<file path="config.mk">
export PLATFORM = sky130hd
export DESIGN_NAME = chm_cell
export DESIGN_NICKNAME = d
export VERILOG_FILES = /design/src/rtl/core/chm_pkg.sv /design/src/rtl/core/chm_cell.sv
export SDC_FILE = /design/constraint.sdc
export NUM_CORES = 1
export LEC_CHECK = 0
export ABC_AREA = 0
export BUFFER_PORTS_ARGS = -buffer_cell sky130_fd_sc_hd__buf_4
export CAP_MARGIN = 20
export CORE_MARGIN = 2
export CORE_UTILIZATION = 30
export CTS_CLUSTER_DIAMETER = 80
export DETAILED_ROUTE_END_ITERATION = 6
export PLACE_DENSITY = 0.56
export SLEW_MARGIN = 20
export SYNTH_ARGS = -nofsm -noshare
export SYNTH_HDL_FRONTEND = slang
export SYNTH_SLANG_ARGS = --single-unit
</file>
<file path="constraint.sdc">
create_clock -name clk -period 21 [get_ports clk]
set_input_delay 3.15 -clock clk [delete_from_list [all_inputs] [get_ports clk]]
set_output_delay 3.15 -clock clk [all_outputs]
set_load 0.01 [all_outputs]
</file>
<file path="src/rtl/core/chm_pkg.sv">
// Shared types and constants for the chained hash map.
`timescale 1ns / 1ps
`default_nettype none
package chm_pkg;

    localparam int CAPACITY_DEF   = 64;
    localparam int VALUE_BITS_DEF = 32;

    localparam int KEY_W       = 31;
    localparam int VALUE_OUT_W = 32;
    localparam int COUNT_OUT_W = 7;

    typedef enum logic {
        OP_FIND   = 1'b0,
        OP_INSERT = 1'b1
    } op_t;

    typedef enum logic [1:0] {
        ST_OK   = 2'd0,
        ST_MISS = 2'd1,
        ST_DUP  = 2'd2,
        ST_FULL = 2'd3
    } status_t;

    // Control part of the request token that walks the cell chain.
    typedef struct packed {
        logic  active;
        op_t   op;
        logic  hit;
        logic  placed;
    } tok_ctl_t;

    typedef struct packed {
        status_t                  status;
        logic [VALUE_OUT_W-1:0]   found_value;
        logic [COUNT_OUT_W-1:0]   entry_count;
        logic [COUNT_OUT_W-1:0]   bucket_count;
    } rsp_t;

endpackage
`default_nettype wire

</file>
<file path="src/rtl/core/chm_cell.sv">
// One storage cell of the hash map chain: holds one entry, checks and forwards the token.
`timescale 1ns / 1ps
`default_nettype none
module chm_cell #(
    parameter int VALUE_BITS = chm_pkg::VALUE_BITS_DEF
) (
    input  wire                          clk,
    input  wire                          rst_n,
    input  chm_pkg::tok_ctl_t            ctl_in,
    input  wire  [chm_pkg::KEY_W-1:0]    key_in,
    input  wire  [VALUE_BITS-1:0]        data_in,
    output chm_pkg::tok_ctl_t            ctl_out,
    output logic [chm_pkg::KEY_W-1:0]    key_out,
    output logic [VALUE_BITS-1:0]        data_out
);
    import chm_pkg::*;

    logic                  valid_reg;
    logic [KEY_W-1:0]      key_reg;
    logic [VALUE_BITS-1:0] value_reg;

    tok_ctl_t              ctl_reg, ctl_next;
    logic [KEY_W-1:0]      key_out_reg;
    logic [VALUE_BITS-1:0] data_out_reg, data_next;

    logic match;
    logic wr;

    assign match = valid_reg && (key_reg == key_in);

    // Slots fill in order, so the first empty cell seen by an insert is the
    // next free slot; every possible duplicate lies upstream of it.
    always_comb
    begin
        ctl_next  = ctl_in;
        data_next = data_in;
        wr        = 1'b0;
        if (ctl_in.active)
        begin
            if (match && !ctl_in.hit)
            begin
                ctl_next.hit = 1'b1;
                if (ctl_in.op == OP_FIND)
                begin
                    data_next = value_reg;
                end
            end
            if (ctl_in.op == OP_INSERT && !ctl_in.hit && !ctl_in.placed && !valid_reg)
            begin
                wr              = 1'b1;
                ctl_next.placed = 1'b1;
            end
        end
    end

    always_ff @(posedge clk or negedge rst_n)
    begin
        if (!rst_n)
        begin
            valid_reg <= 1'b0;
            ctl_reg   <= '0;
        end
        else
        begin
            ctl_reg <= ctl_next;
            if (wr)
            begin
                valid_reg <= 1'b1;
            end
        end
    end

    always_ff @(posedge clk)
    begin
        key_out_reg  <= key_in;
        data_out_reg <= data_next;
        if (wr)
        begin
            key_reg   <= key_in;
            value_reg <= data_in;
        end
    end

    assign ctl_out  = ctl_reg;
    assign key_out  = key_out_reg;
    assign data_out = data_out_reg;

    a_valid_sticky: assert property (@(posedge clk) disable iff (!rst_n)
        valid_reg |=> valid_reg)
        else $error("cell lost its entry");

    a_write_marks: assert property (@(posedge clk) disable iff (!rst_n)
        wr |=> (ctl_reg.placed && valid_reg))
        else $error("write not reflected in token");

    a_place_clean: assert property (@(posedge clk) disable iff (!rst_n)
        ctl_reg.placed |-> (ctl_reg.op == OP_INSERT && !ctl_reg.hit))
        else $error("placed token is not a clean insert");

endmodule
`default_nettype wire

</file>
* Yosys cells after proc, flatten, opt, wreduce, memory -nomap -nowiden
Cells that the tools add are included.
Word-level totals: output and inout bits 67, word-level logic and storage cells 26, input bits 69, bits in registers 131
Operators by class: mux-type cells 8, equality and inequality tests 1, reduce and logical (&&, ||, !) cells 8
Operator list (count):
- $mux W32 | 3
- $eq A31 B31 Y1 | 1
- $logic_and A1 B1 Y1 | 5
- $mux W1 | 4
- $logic_not A1 Y1 | 3
- $mux W2 | 1

* Logic depth before layout (Yosys ltp)
Gate-level depths: netlist (run 1).
word-level depth 6, mapped depth 6, depth with buffers taken out 5

* Least setup slack after synthesis (run 1)
No wires, ideal clock.
path kind input-to-reg, from input port ctl_in[0] (netlist bit), to register ctl_reg, in the netlist ctl_out[0], stages on the path 2, path buffers 0, path slack 10.844 ns, data arrival time 10.053 ns, setup time 0.103 ns, required time 20.897 ns, cells stage by stage nor4_1 or2_2
RTL lines:
- from (decl) | line chm_cell.sv:9 | input chm_pkg::tok_ctl_t ctl_in,
- to (signal assigned) | line chm_cell.sv:65 | ctl_reg <= ctl_next;
- to (decl) | line chm_cell.sv:22 | tok_ctl_t ctl_reg, ctl_next;

* Worst setup path in the final report (run 1)
from input port key_in[29] (netlist bit), to register data_out_reg[17] (netlist: data_out[17])
Between the ends: word-level cells in the longest chain between the ends 5
RTL lines:
- from (decl) | line chm_cell.sv:10 | input wire [chm_pkg::KEY_W-1:0] key_in,
- $eq A31 B31 Y1 | line chm_cell.sv:29 | assign match = valid_reg && (key_reg == key_in);
- $logic_and A1 B1 Y1 | line chm_cell.sv:29
- $logic_and A1 B1 Y1 | line chm_cell.sv:40 | if (match && !ctl_in.hit)
- $mux W32 | line chm_cell.sv:40
- $mux W32 | line chm_cell.sv:38 | if (ctl_in.active)
- named net data_next[17] | line chm_cell.sv:24 | logic [VALUE_BITS-1:0] data_out_reg, data_next;
- to (signal assigned) | line chm_cell.sv:76 | data_out_reg <= data_next;
- to (decl) | line chm_cell.sv:24
The timed path passes the listed nets, and every way through them passes these cells. A chain may end at the register's enable or synchronous reset.

==> results of run 1 <==
final cells by class:
cell class / instances / area (um2) / share of cell area, %
clock buffer: 26 / 542 / 8.96
clock inverter: 6 / 60.1 / 0.993
inverter: 4 / 15.0 / 0.248
sequential: 131 / 3280 / 54.2
multi-input combinational: 83 / 898 / 14.9
tap: 180 / 225 / 3.72
timing repair buffer: 137 / 1030 / 17.0
layer usage:
| layer | up-vias | routed length (um) | GRT usage (%) |
|---|---|---|---|
| li1 | 1106 | - | - |
| met4 | 0 | 176 | 6.25 |
| met2 | 90 | 3660 | 16.3 |
| met1 | 1105 | 3150 | 12.6 |
| met5 | - | 0 | 0 |
| met3 | 13 | 716 | 5.99 |
cell usage after synthesis (all sizes together):
cell type,instances,area (um2)
a211o,1,8.76
nand2b,1,6.26
nor2,2,7.51
edfxtp,63,1890
nand4,7,50.1
xor2,1,8.76
buf,3,33.8
mux2,32,473
nor2b,3,18.8
dfrtp,5,125
or2,2,12.5
nand2,2,7.51
inv,4,15.0
a31o,1,8.76
nor4,3,33.8
xnor2,25,219
dfxtp,63,1260
o221ai,2,17.5
a2111o,1,11.3
stage by stage:
step	total power, mW	hold WS (ns)	setup WS, ns
detailed placement	0.325	0.457	15.32
floorplan	0.300	0.449	10.84
CTS	0.620	0.468	15.76
global route	0.633	0.481	15.69
global placement	0.325	0.454	15.38
finish	0.610	0.468	15.83
worst max-delay path: cells and delay by family:
family	cells	cell delay, ns
xor+xnor	1	0.16
mux	1	0.56
buf+inv	1	0.12
simple gates	3	1.43
cell families after synthesis:
kind of cell / Yosys count
flip-flops: 131
AND/OR/NAND/NOR: 20
AO/OA/AOI/OAI: 5
XOR/XNOR: 26
multiplexers: 32
buffers and inverters: 7
power by group through the flow:
stage / logic, mW / clock network [mW] / registers [mW]
after floorplan: 0.00999 / 0 / 0.290
after global routing: 0.0420 / 0.309 / 0.281
after detailed placement: 0.0394 / 0 / 0.286
after global placement: 0.0389 / 0 / 0.286
final: 0.0386 / 0.291 / 0.281
after CTS: 0.0395 / 0.300 / 0.281
how the worst max path moves through the flow:
stage | depth (start not counted) | to | startpoint | slack, ns
2_1_floorplan | 2 | ctl_out[0] | ctl_in[0] | 10.84
3_3_place_gp | 6 | data_out[12] | key_in[29] | 15.38
3_5_place_dp | 6 | data_out[17] | key_in[7] | 15.32
4_1_cts | 6 | data_out[17] | key_in[29] | 15.76
5_1_grt | 6 | data_out[12] | key_in[7] | 15.69
6_report | 6 | data_out[17] | key_in[29] | 15.83
==> impl_metrics.tcl, run 1 <==
set metrics [dict create \
    min_path_type "register to register" \
    grt_usage_pct 11.0 \
    finalCritPeriodShare_pct 24.6 \
    cts_setup_buffers 0 \
    power.share.clock_pct 47.7 \
    hold_path.startpoint "value_reg[27]" \
    p_sw_mw 0.120 \
    clock_path_buffers 2 \
    synth_cells 221 \
    antennaDiodeCount 0 \
    rows 43 \
    status "finished, final reports clean" \
    core_area_um2 13800 \
    crit_path_cell_trace "buf_4, xnor2_1, nand4_1, nor4_1, nand4_4, mux2_4" \
    ios 136 \
    vias 2314 \
    ant_nets 0 \
    finalSetupViolations 0 \
    cts_tree "built" \
    power.density_nw_per_um2 101 \
    final_common_cell "buf_4" \
    ff2ff_path_depth 5 \
    clock-root-buffer "clkbuf_16" \
    cts_made_buffers 17 \
    rsz0062_at_grt "no" \
    holdPathStages 1 \
    fp.dieArea_um2 15000 \
    finalMaxSlewViolations 0 \
    grt_max_degree 39 \
    synthXorXnorAreaFrac_pct 5.41 \
    place_inst 535 \
    synth_simple_gate_area_share_pct 3.24 \
    final_cell_mix "buf_4, dfxtp_1, edfxtp_1" \
    seq_power_share_pct 46.0 \
    yosys_warnings 0 \
    worstSetupEndpointType "register" \
    avgSynthCellArea_um2 19.1 \
    critPathRequiredTime_ns 21.29 \
    worst-path-max-fanout 32 \
    synth_cell_types 22 \
    synth_compound_area_share_pct 1.10 \
    place_area_um2 5450 \
    grt_pass1_vias 2398 \
    leakage_nw 2.55 \
    whs_endpoint "data_out[27]" \
    die_h_um 122 \
    synth_top_family_by_area "multiplexers" \
    cts_hold_buffers 0 \
    ys_ff_latch 131 \
    cell_internal_pwr_mw 0.491 \
    final-hold-violation-count 0 \
    viasPerCell 4.08 \
    ir_drop_uv 66.5 \
    post-route-cell-area_um2 6050 \
    fp.dieW_um 122 \
    worstReg2RegStart "key_reg[29]" \
    drc_errors 0 \
    yosysSeqAreaShare_pct 77.9 \
    max_stage_delay_ns 0.75 \
    sw_frac_of_total_pct 19.6 \
    cts_resized 0 \
    tns_ns 0 \
    finClkSkew_ns 0.00990 \
    area_growth_pct 43.6 \
    place_hpwl_mm 5.34 \
    antenna_found_initial 0 \
    regToRegSetupSlack_ns 18.31 \
    portBuffers 135 \
    relSlewSlack_pct 42.7 \
    postSynthNetCount 290 \
    wl_per_cell_um 13.6 \
    synth_fa_ha_area_share_pct 0 \
    drt_pass1_iterations 4 \
    crit_type "input port to register" \
    clock_latency_ns 0.42 \
    fin_util_pct 43.9 \
    nets 443 \
    path_clk_slew_ns 0.05 \
    routed_wl_mm 7.70 \
    fill_cells 1278 \
    drt_iter0_markers 56 \
    drive_gt1_share_pct 52.7 \
    max_freq_ghz 0.193 \
    grt-ovfl-total 0 \
    worstReg2RegEnd "data_out[17]" \
    tightest_slew_ns 0.860 \
    synthMuxAreaShare_pct 11.2 \
    startpoint_type "input port" \
    final_cells 567 \
    ctsHtreeMaxLevel 4 \
    clkSinkCount 131 \
    power_frac_comb_pct 6.3 \
    worst_path_max_delay_cell "nand4_4" \
    synth_area_um2 4210 \
    grt_pass1_wl_mm 11.9 \
    finalCriticalPeriod_ns 5.17 \
    start_util_pct 30.6 \
    cp.arrival_ns 5.46 \
    place.gp.congestion 0.657 \
    maxCapViolCount 0 \
]
Note: power is estimated with default switching activity, not from simulation.
==> inputs of run 2 (changes only) <==
- PLACE_DENSITY: 0.56 -> 0.58
- clock period: 21 -> 4.3 ns (I/O delays scaled with it)
==> run 2 against run 1 <==
Die area unchanged; largest cell class unchanged; critical endpoint is now data_out[21]; setup slack got worse by 14 ns; critical path depth decreased by 1.
==> impl_metrics.tcl, run 2 (same netlist as run 1, synthesis figures left out) <==
set metrics [dict create \
    regToRegSetupSlack_ns 1.62 \
    place_inst 535 \
    ant_nets 0 \
    vias 2287 \
    cp-startpoint "key_reg[29]" \
    cts_setup_buffers 0 \
    cts_resized 0 \
    finalCritPeriodShare_pct 62.3 \
    drt_iter0_markers 103 \
    cts_tree "built" \
    area_growth_pct 42.8 \
    critPathRequiredTime_ns 4.59 \
    grt_pass1_vias 2371 \
    startpoint_type "register" \
    maxCapViolCount 0 \
    final-hold-violation-count 0 \
    finalSetupViolations 0 \
    portBuffers 135 \
    drive_gt1_share_pct 52.5 \
    max_freq_ghz 0.373 \
    grt_pass1_wl_mm 12.0 \
    worst_path_max_delay_cell "nand4_4" \
    fill_cells 1292 \
    status "finished, final reports clean" \
    cts_made_buffers 17 \
    viasPerCell 4.03 \
    grt_usage_pct 11.1 \
    drc_errors 0 \
    relSlewSlack_pct 44.3 \
    finClkSkew_ns 0.00742 \
    worstReg2RegEnd "data_out[21]" \
    final_common_cell "buf_4" \
    fp.dieW_um 122 \
    crit_path_cell_trace "xnor2_1, nand4_1, nor4_1, nand4_4, mux2_4" \
    start_util_pct 30.6 \
    finalMaxSlewViolations 0 \
    cp_top_family "simple AND/OR/NAND/NOR gates" \
    clock_path_buffers 2 \
    rsz0062_at_grt "no" \
    place_hpwl_mm 5.51 \
    die_h_um 122 \
    ios 136 \
    nets 443 \
    grt-ovfl-total 0 \
    routed_wl_mm 7.65 \
    ir_drop_uv 227 \
    drt_pass1_iterations 4 \
    finalCriticalPeriod_ns 2.68 \
    path_clk_slew_ns 0.06 \
    wl_per_cell_um 13.5 \
    ctsHtreeMaxLevel 4 \
    final_cell_mix "buf_4, dfxtp_1, edfxtp_1" \
    clkSinkCount 131 \
    leakage_nw 2.53 \
    cts_hold_buffers 0 \
    crit_type "register to register" \
    tns_ns 0 \
    cp.arrival_ns 2.97 \
    antennaDiodeCount 0 \
    fp.dieArea_um2 15000 \
    core_area_um2 13800 \
    place.gp.congestion 0.646 \
    grt_max_degree 42 \
    final_cells 567 \
    worstReg2RegStart "key_reg[29]" \
    clock-root-buffer "clkbuf_16" \
    max_stage_delay_ns 0.73 \
    antenna_found_initial 0 \
    rows 43 \
    min_path_type "input port to asynchronous set/reset pin" \
    power.density_nw_per_um2 481 \
    ff2ff_path_depth 5 \
    crit_buf_inv 0 \
    worstSetupEndpointType "register" \
    clock_latency_ns 0.41 \
    tightest_slew_ns 0.836 \
    worst-path-max-fanout 32 \
]
==> run 2: worst max-delay path by stage <==
| stage | to | slack (ns) | depth (start not counted) |
|---|---|---|---|
| 3_3_place_gp | data_out[27] | 1.14 | 6 |
| 2_1_floorplan | key_reg[0] | 1.09 | 1 |
| 4_1_cts | data_out[21] | 1.52 | 5 |
| 6_report | data_out[21] | 1.62 | 5 |
| 5_1_grt | data_out[31] | 1.34 | 5 |
| 3_5_place_dp | data_out[21] | 1.13 | 6 |
==> run 2: per-stage QoR <==
stage	util (%)	power, mW	hold slack, ns	cell area (um2)	worst slack (ns)
2_1_floorplan	-	1.46	0.349	4230	1.09
3_3_place_gp	39.6	1.59	0.452	5450	1.14
3_5_place_dp	39.6	1.59	0.454	5450	1.13
4_1_cts	43.6	2.95	0.00754	6010	1.52
5_1_grt	43.6	3.02	0.00232	6010	1.34
6_report	43.6	2.89	0.0275	6010	1.62
==> run 2: power by group <==
group,internal (mW),switching [mW],total [mW],leakage (nW)
logic,0.114,0.0743,0.189,1.09
registers,1.36,0.0149,1.37,1.16
clock network,0.840,0.495,1.33,0.276
==> run 2: per-layer routing <==
metal  track usage [%]  vias up  part of all wire, %
met5                 0        -                    0
met2              17.5       87                   49
met1              12.1     1075                   40
met3              5.95       16                  9.0
met4              5.39        0                  1.8
li1                  -     1109                    -
==> run 2: area by class of cell <==
| type | count | area, um2 | share of cell area, % |
|---|---|---|---|
| Clock buffer | 23 | 479 | 7.97 |
| Clock inverter | 9 | 77.6 | 1.29 |
| Inverter | 4 | 15.0 | 0.250 |
| Multi-Input combinational cell | 83 | 907 | 15.1 |
| Sequential cell | 131 | 3280 | 54.5 |
| Tap cell | 180 | 225 | 3.75 |
| Timing Repair Buffer | 137 | 1030 | 17.1 |
==> inputs of run 3 (changes only) <==
- ABC_AREA: 0 -> 1
- PLACE_DENSITY: 0.58 -> 0.56
- clock period: 4.3 -> 2.2 ns (I/O delays scaled with it)
==> run 3 against run 2 <==
Critical path depth up 6; register-to-register slack worse by 1.2 ns; wire length up 43%; clock skew up 0.0047 ns; critical endpoint is now data_out[9]; largest power group unchanged.
==> impl_metrics.tcl, run 3 <==
set metrics [dict create \
    power.density_nw_per_um2 824 \
    yosysTopAreaCellShare_pct 36.0 \
    postSynthNetCount 625 \
    synth.area.top_cells "edfxtp_1, dfxtp_1, nand2_1, inv_1, mux2i_1" \
    synth_most_common_cell "nand2_1" \
    max_freq_ghz 0.570 \
    finalPower_mw 5.84 \
    grt_pass1_vias 3631 \
    rows 48 \
    clock_latency_ns 0.42 \
    worst-path-max-fanout 16 \
    worstSetupEndpointType "register" \
    ant_nets 0 \
    synth_cells 556 \
    clock-root-buffer "clkbuf_16" \
    fp.dieArea_um2 18600 \
    ctsHtreeMaxLevel 4 \
    clock_path_buffers 2 \
    critPathRequiredTime_ns 2.51 \
    routed_wl_mm 11.0 \
    finalMaxSlewViolations 0 \
    viasPerCell 4.06 \
    portBuffers 135 \
    avgSynthCellArea_um2 9.44 \
    vias 3823 \
    place_inst 908 \
    path_clk_slew_ns 0.06 \
    cp.arrival_ns 2.06 \
    post-route-cell-area_um2 7090 \
    status "finished, final reports clean" \
    drt_pass1_iterations 4 \
    final-hold-violation-count 0 \
    min_path_type "input port to register" \
    ys_ff_latch 131 \
    leakage_nw 3.65 \
    place_area_um2 6510 \
    yosys_warnings 0 \
    tightest_slew_ns 0.573 \
    fin_util_pct 41.3 \
    clkSinkCount 131 \
    whs_ns 0.0366 \
    cts_made_buffers 17 \
    grt-ovfl-total 0 \
    finalCritPeriodShare_pct 79.8 \
    finalCriticalPeriod_ns 1.75 \
    crit_type "register to register" \
    grt_usage_pct 12.1 \
    grt_max_degree 66 \
    synth_edf_count 63 \
    antennaDiodeCount 0 \
    startpoint_type "register" \
    finClkSkew_ns 0.0121 \
    drc_errors 0 \
    synth_area_um2 5250 \
    relSlewSlack_pct 61.8 \
    rsz0062_at_grt "no" \
    drt_iter0_markers 151 \
    synth_cell_types 25 \
    die_h_um 136 \
    final_cells 941 \
    grt_pass1_wl_mm 17.2 \
    finalSetupViolations 0 \
    yosysSeqAreaShare_pct 62.5 \
    synthTopCellsByCount "nand2_1, inv_1, dfxtp_1, edfxtp_1, mux2i_1" \
    ir_drop_uv 474 \
    cts_hold_buffers 1 \
    cts_setup_buffers 0 \
    fp.dieW_um 136 \
    antenna_found_initial 0 \
    async_flop_share_pct 3.82 \
    synth_top_area_cell "edfxtp_1" \
    place.gp.congestion 0.730 \
    final_cell_mix "nand2_1, buf_4, inv_1" \
    cts_resized 0 \
    maxCapViolCount 0 \
    final_common_cell "nand2_1" \
    wl_per_cell_um 11.7 \
    place_hpwl_mm 7.59 \
    cts_tree "built" \
    synthFlopType "edfxtp_1" \
    core_area_um2 17200 \
    area_growth_pct 35.0 \
    ios 136 \
    start_util_pct 30.6 \
    drive_gt1_share_pct 26.1 \
    nets 772 \
]
run 3: logic make-up (layout without fill, tap and decap cells):
logic type	Yosys count	count (layout)	synth area share, %
multiplexers	32	32	6.10
buffers and inverters	147	307	11.8
AND/OR/NAND/NOR	241	241	19.0
flip-flops	131	131	62.5
AO/OA/AOI/OAI	2	2	0.191
XOR/XNOR	3	3	0.501
run 3: layer usage:
metal / vias up / global-route usage, % / routed length [um] / part of all wire [%]
met3: 10 / 3.84 / 649 / 5.9
met1: 1748 / 14.0 / 4810 / 44
li1: 1969 / - / - / -
met5: - / 0 / 0 / 0
met2: 96 / 20.4 / 5370 / 49
met4: 0 / 5.21 / 138 / 1.3
run 3: final cells by class:
class                      instances  area, um2
tap                              225        282
clock buffer                      23        488
sequential                       131       3280
timing repair buffer             141       1070
clock inverter                     9       81.3
fill                            1676      10100
multi-input combinational        278       1380
inverter                         134        508
run 3: path summary, 6_finish.rpt:
path / startpoint / endpoint / slack [ns] / depth (start not counted)
setup / recovery: key_reg[18] / data_out[9] / 0.45 / 11
max in group asynchronous: rst_n / ctl_out[2] / 1.82 / 2
min in group asynchronous: rst_n / ctl_out[3] / 0.26 / 2
setup reg to reg: key_reg[18] / data_out[9] / 0.45 / 11
hold reg to reg: valid_reg / valid_reg / 0.56 / 1
hold / removal: key_in[2] / key_out[2] / 0.04 / 1
run 3: worst max-delay path, cell delays in order, from the launching register on:
cell and delay, ns:
edfxtp_1 0.38, nand2_1 0.08, nand2_1 0.04, nor2_1 0.11
nand2_1 0.08, nor2_2 0.18, nand2_2 0.11, nor2_4 0.16
buf_4 0.25, nand3_1 0.11, nand2_1 0.09, inv_1 0.05
run 3: where the power goes:
group,switching [mW],internal (mW)
clock network,1.01,1.67
registers,0.0317,2.65
logic,0.242,0.239
run 3: metrics by stage:
| stage | worst slack, ns | setup TNS, ns |
|---|---|---|
| CTS | 0.399 | 0 |
| global placement | 0.376 | 0 |
| finish | 0.445 | 0 |
| detailed placement | 0.364 | 0 |
| global route | 0.237 | 0 |
| floorplan | -0.871 | -56.54 |
